**config.mk**
```make
export PLATFORM = sky130hd
export DESIGN_NAME = pnf_perm_ram
export DESIGN_NICKNAME = d
export VERILOG_FILES = /design/src/hw/rtl/pnf_pkg.sv /design/src/hw/rtl/pnf_perm_ram.sv
export SDC_FILE = /design/constraint.sdc
export NUM_CORES = 2
export LEC_CHECK = 0
export ABC_AREA = 0
export BUFFER_PORTS_ARGS = -buffer_cell sky130_fd_sc_hd__buf_2
export CORE_MARGIN = 2
export CORE_UTILIZATION = 45
export CTS_BUF_LIST = sky130_fd_sc_hd__clkbuf_4
export CTS_CLUSTER_DIAMETER = 40
export DETAILED_ROUTE_END_ITERATION = 8
export PLACE_DENSITY = 0.64
export RECOVER_POWER = 50
export SYNTH_ARGS = -nofsm -noshare
export SYNTH_HDL_FRONTEND = slang
export SYNTH_SLANG_ARGS = --single-unit
```
**constraint.sdc**
```tcl
create_clock -name clk -period 2.6 [get_ports clk]
set_input_delay 0.13 -clock clk [delete_from_list [all_inputs] [get_ports clk]]
set_output_delay 0.13 -clock clk [all_outputs]
set_load 0.02 [all_outputs]
```
**src/hw/rtl/pnf_pkg.sv**
```systemverilog
// ----------------------------------------------------------------------------
// pnf_pkg
// Shared types, constants and arithmetic helpers for the fBm Perlin noise block.
// ----------------------------------------------------------------------------
package pnf_pkg;

	localparam int PERM_AW     = 8;
	localparam int MAX_OCTAVES = 8;
	localparam int FRAC_BITS   = 16;
	localparam int LAST_STEP   = 24;
	localparam int DIV_STEPS   = 21;

	localparam logic CMD_EVAL = 1'b0;
	localparam logic CMD_PERM = 1'b1;

	localparam logic REG_OCTAVES   = 1'b0;
	localparam logic REG_BASE_FREQ = 1'b1;

	typedef enum logic [1:0] {
		ST_IDLE,
		ST_OCT,
		ST_DIV,
		ST_DONE
	} pnf_state_t;

	// 6t^5 - 15t^4 + 10t^3, clamped to [0, 1.0]
	function automatic logic [FRAC_BITS:0] fade_mix(logic [FRAC_BITS-1:0] t3,
		logic [FRAC_BITS-1:0] t4, logic [FRAC_BITS-1:0] t5);
		logic signed [FRAC_BITS+5:0] f;
		f = $signed({6'd0, t5}) * 22'sd6 - $signed({6'd0, t4}) * 22'sd15
			+ $signed({6'd0, t3}) * 22'sd10;
		if (f < 0) begin
			return '0;
		end else if (f > (22'sd1 <<< FRAC_BITS)) begin
			return {1'b1, {FRAC_BITS{1'b0}}};
		end else begin
			return f[FRAC_BITS:0];
		end
	endfunction

	// 16-way gradient dot product; ox/oy/oz select the far corner (frac - 1.0)
	function automatic logic signed [FRAC_BITS+3:0] grad_fx(logic [7:0] hash,
		logic [FRAC_BITS-1:0] fx, logic [FRAC_BITS-1:0] fy, logic [FRAC_BITS-1:0] fz,
		logic ox, logic oy, logic oz);
		logic signed [FRAC_BITS+3:0] one, x, y, z, u, v;
		logic [3:0] h;
		one = 20'sd1 <<< FRAC_BITS;
		h = hash[3:0];
		x = $signed({4'd0, fx}) - (ox ? one : 20'sd0);
		y = $signed({4'd0, fy}) - (oy ? one : 20'sd0);
		z = $signed({4'd0, fz}) - (oz ? one : 20'sd0);
		u = (h < 4'd8) ? x : y;
		v = (h < 4'd4) ? y : ((h == 4'd12 || h == 4'd14) ? x : z);
		return (h[0] ? -u : u) + (h[1] ? -v : v);
	endfunction

endpackage

```
**src/hw/rtl/pnf_perm_ram.sv**
```systemverilog
// ----------------------------------------------------------------------------
// pnf_perm_ram
// 256 x 8 permutation table, one write port, one registered read port.
// ----------------------------------------------------------------------------
module pnf_perm_ram (
	input  logic                      clk,
	input  logic                      we,
	input  logic [pnf_pkg::PERM_AW-1:0] waddr,
	input  logic [7:0]                wdata,
	input  logic [pnf_pkg::PERM_AW-1:0] raddr,
	output logic [7:0]                rdata
);
	import pnf_pkg::*;

	logic [7:0] mem [0:(1 << PERM_AW)-1];

	always_ff @(posedge clk) begin
		if (we) begin
			mem[waddr] <= wdata;
		end
	end

	always_ff @(posedge clk) begin
		rdata <= mem[raddr];
	end

endmodule

```
==> metrics.txt <==
final cell count without fillers 7440; Crit. Startpoint mem[82][6]; post-DR vias/cell 5.76; grt total ovfl 0; Rows 154; Period minus WS final 2620 ps; Layout Nets 4790; die area 0.180 mm²; LEAKAGE 30.8 nW; CP Capture Type flop; worst clock skew 97.9 ps; Die Y-Extent between 400 and 500 µm; Layout area overhead 17.3%; Synth top cells by count edfxtp_1, mux4_2, nor2_1, mux2i_1, a22oi_1; Worst slew margin -71.8%; Initial Utilization 45.2%; CP dominant cell by count buf_4; H-tree depth 6; placed insts 6516; hold path start waddr[4]; final worst setup slack -15.7 ps; Power Dens Cells 713 mW/mm²; Area contributors post-synth edfxtp_1, mux4_2, mux2i_1; Buffers & Inverters on Critical Path 2; CTS tree yes; CTS Buf Count 537; I/O pin cnt 34; Reg clk slew, reported paths 70 ps; final number of setup-violating endpoints 2; antenna-violating nets left 0; DP HPWL 130000 µm; Synth cell types 55; synthesized area 0.0796 mm²; Setup TNS -17.8 ps; syn_area_per_cell 21.3 µm²; post-synth top area share just under 80%; Synth Warn # 0; sequential area share after synthesis just under 80%; Yosys reg bits 2056; CP Max Fanout 1; Post-Route WL 206000 µm; Critical R2R Launch mem[82][6]; port buffer count 33; most common cell in the netlist edfxtp_1; DR vias 42900; top_reg_cell synth edfxtp_1; pre-CTS WS -993 ps; DR WL/cell 27.7 µm; largest net degree at the start of global routing 104; # fillers 13800; Synth Net Count 3759; ys async rst share 0%; all-layer global routing usage between 20% and 30%; power share of the clock group 39.3%; leading area contributor after synthesis edfxtp_1; CP delay by family, top compound AO/OA/AOI/OAI gates; Max Clk Rate 382 MHz; clock latency on the worst-skew pair 1320 ps; fin util 53.1%; Sw Ratio around 22%; clk sinks between 2000 and 2500; sequential power share 55.0%; DRC violations left 0; Max Root-Sink Buffers 4; GP Congestion 0.845; violated checks max-capacitance violations, max-slew violations, negative setup slack; worst path arrival time 3810 ps; CP max-delay cell mux4_2; die width 424 µm; global-route wire length before repair between 200000 and 300000 µm; CTS root buffer clkbuf_4; Setup Crit Path Kind reg2reg; Hold Crit Class in2reg; status finished, violations left; Hold Vio Cnt, Final 0; initial antenna violation count 18; count of pins over their slew limit 517; Pint 51.8 mW; Worst Max-Slew Pin Slew 2580 ps; NetSw approximately 15 mW; vias in the first global route 43800; DR pass1 iterations 6; EDFF count, synth 2048; Final Cycle Share 101%; CP cell instances mux4_2, a22o_1, a221oi_2, buf_4, o32ai_2, nor3_2, buf_4, nor4_2; core region area 0.176 mm²; worst path required time 3790 ps; DR iter-0 viols 5210; Combinational Power Share 5.7%; CP startpoint kind flop; layout cells sized above 1 a little under two fifths; Post-Synthesis Cells 3733; max_cap viols 8; unrepaired setup endpoints after global routing no; Crit path largest cell delay 480 ps; postcts setup bufs 0; VDD IR-drop max roughly 0.46 mV
==> layer usage <==
| metal | vias to the layer above | GRT usage (%) | share of wire (%) |
|---|---|---|---|
| met1 | 22300 | 31.3 | 39 |
| li1 | 18100 | - | - |
| met4 | 2 | 9.23 | 3.3 |
| met2 | 2132 | 36.0 | 48 |
| met3 | 340 | 5.11 | 9.0 |
| met5 | - | 0 | 0.0092 |
==> worst paths after layout <==
kind | end | slack, ps | cells after the start
setup reg to reg | rdata[6] | -20 | 8
hold / removal | mem[114][7] | 230 | 5
setup / recovery | rdata[6] | -20 | 8
hold reg to reg | rdata[3] | 1090 | 5
==> layout by cell type, fill, tap and decap left out, types with 5 or more instances in the layout <==
cell,n
edfxtp_1,2048
mux2i_1,134
o22ai_1,28
clkinv_2,16
buf_4,566
a221oi_1,13
a211oi_1,15
nor2b_1,28
buf_2,20
clkinv_1,75
buf_12,46
a21oi_1,96
dlygate4sd3_1,42
o221ai_1,46
nor3_1,19
and2_1,5
inv_2,12
mux4_2,454
clkbuf_4,757
a22o_1,8
nand4_1,10
nand2b_1,8
diode_2,12
a22oi_1,133
o21ai_0,10
nor4_1,22
clkbuf_2,18
clkbuf_1,27
nor2_1,279
nand3_1,34
dfxtp_1,8
o22a_1,5
o211ai_1,10
nor4_2,5
nand2_1,33
bufinv_16,5
==> tightest hold or removal path, stage by stage <==
cell and delay [ps]:
dlygate4sd3_1 530, buf_2 210, nand3_1 110, buf_4 270, nor2_1 100
==> power by group through the flow <==
stage,Combinational (mW),Sequential [mW],Clock (mW)
2_1_floorplan,1.77,37.3,0
3_3_place_gp,3.74,37.3,0
3_5_place_dp,3.78,37.3,0
4_1_cts,3.91,36.6,26.8
5_1_grt,4.00,36.6,28.5
6_report,3.80,36.6,26.2
==> flip-flops by register name (all words and copies together) (netlist names) <==
| register | cells |
|---|---|
| mem | 2048 |
| rdata | 8 |
==> per-stage QoR <==
stage | hold slack (ps) | power, mW | instance area, µm²
floorplan | 229 | 39.1 | 79600
global placement | 550 | 41.0 | 86900
detailed placement | 548 | 41.1 | 86900
CTS | 5.09 | 67.3 | 93800
global route | 150 | 69.1 | 93300
finish | 234 | 66.6 | 93300
==> cells by family after synthesis <==
kind of cell           Yosys count  synth area share, %
DFF                           2056                 77.5
and+or+nand+nor                466                 2.63
muxes                          591                 14.6
buffers and inverters          235                 1.83
AOI/OAI and AO/OA              385                 3.42
==> timing repair <==
item | CTS | global route
endpoints found under the hold margin | 4089 | 0
resized for setup | 5 | 2
hold buffers | 49 | 0
pin swaps | 0 | 0
endpoints found under the setup margin | 3 | 2
==> final cells by class <==
class	instances	area, µm²	share of cell area (%)
flip-flops and latches	2056	61700	66.1
multi-input cells	1442	16500	17.7
repair buffers	725	5960	6.39
clock buffers	754	5660	6.06
well taps	2340	2930	3.14
clock inverters	109	568	0.609
diodes	12	30.0	0.0322
inverters	2	7.51	0.00804
No activity file was read; power rests on OpenSTA's default activity.
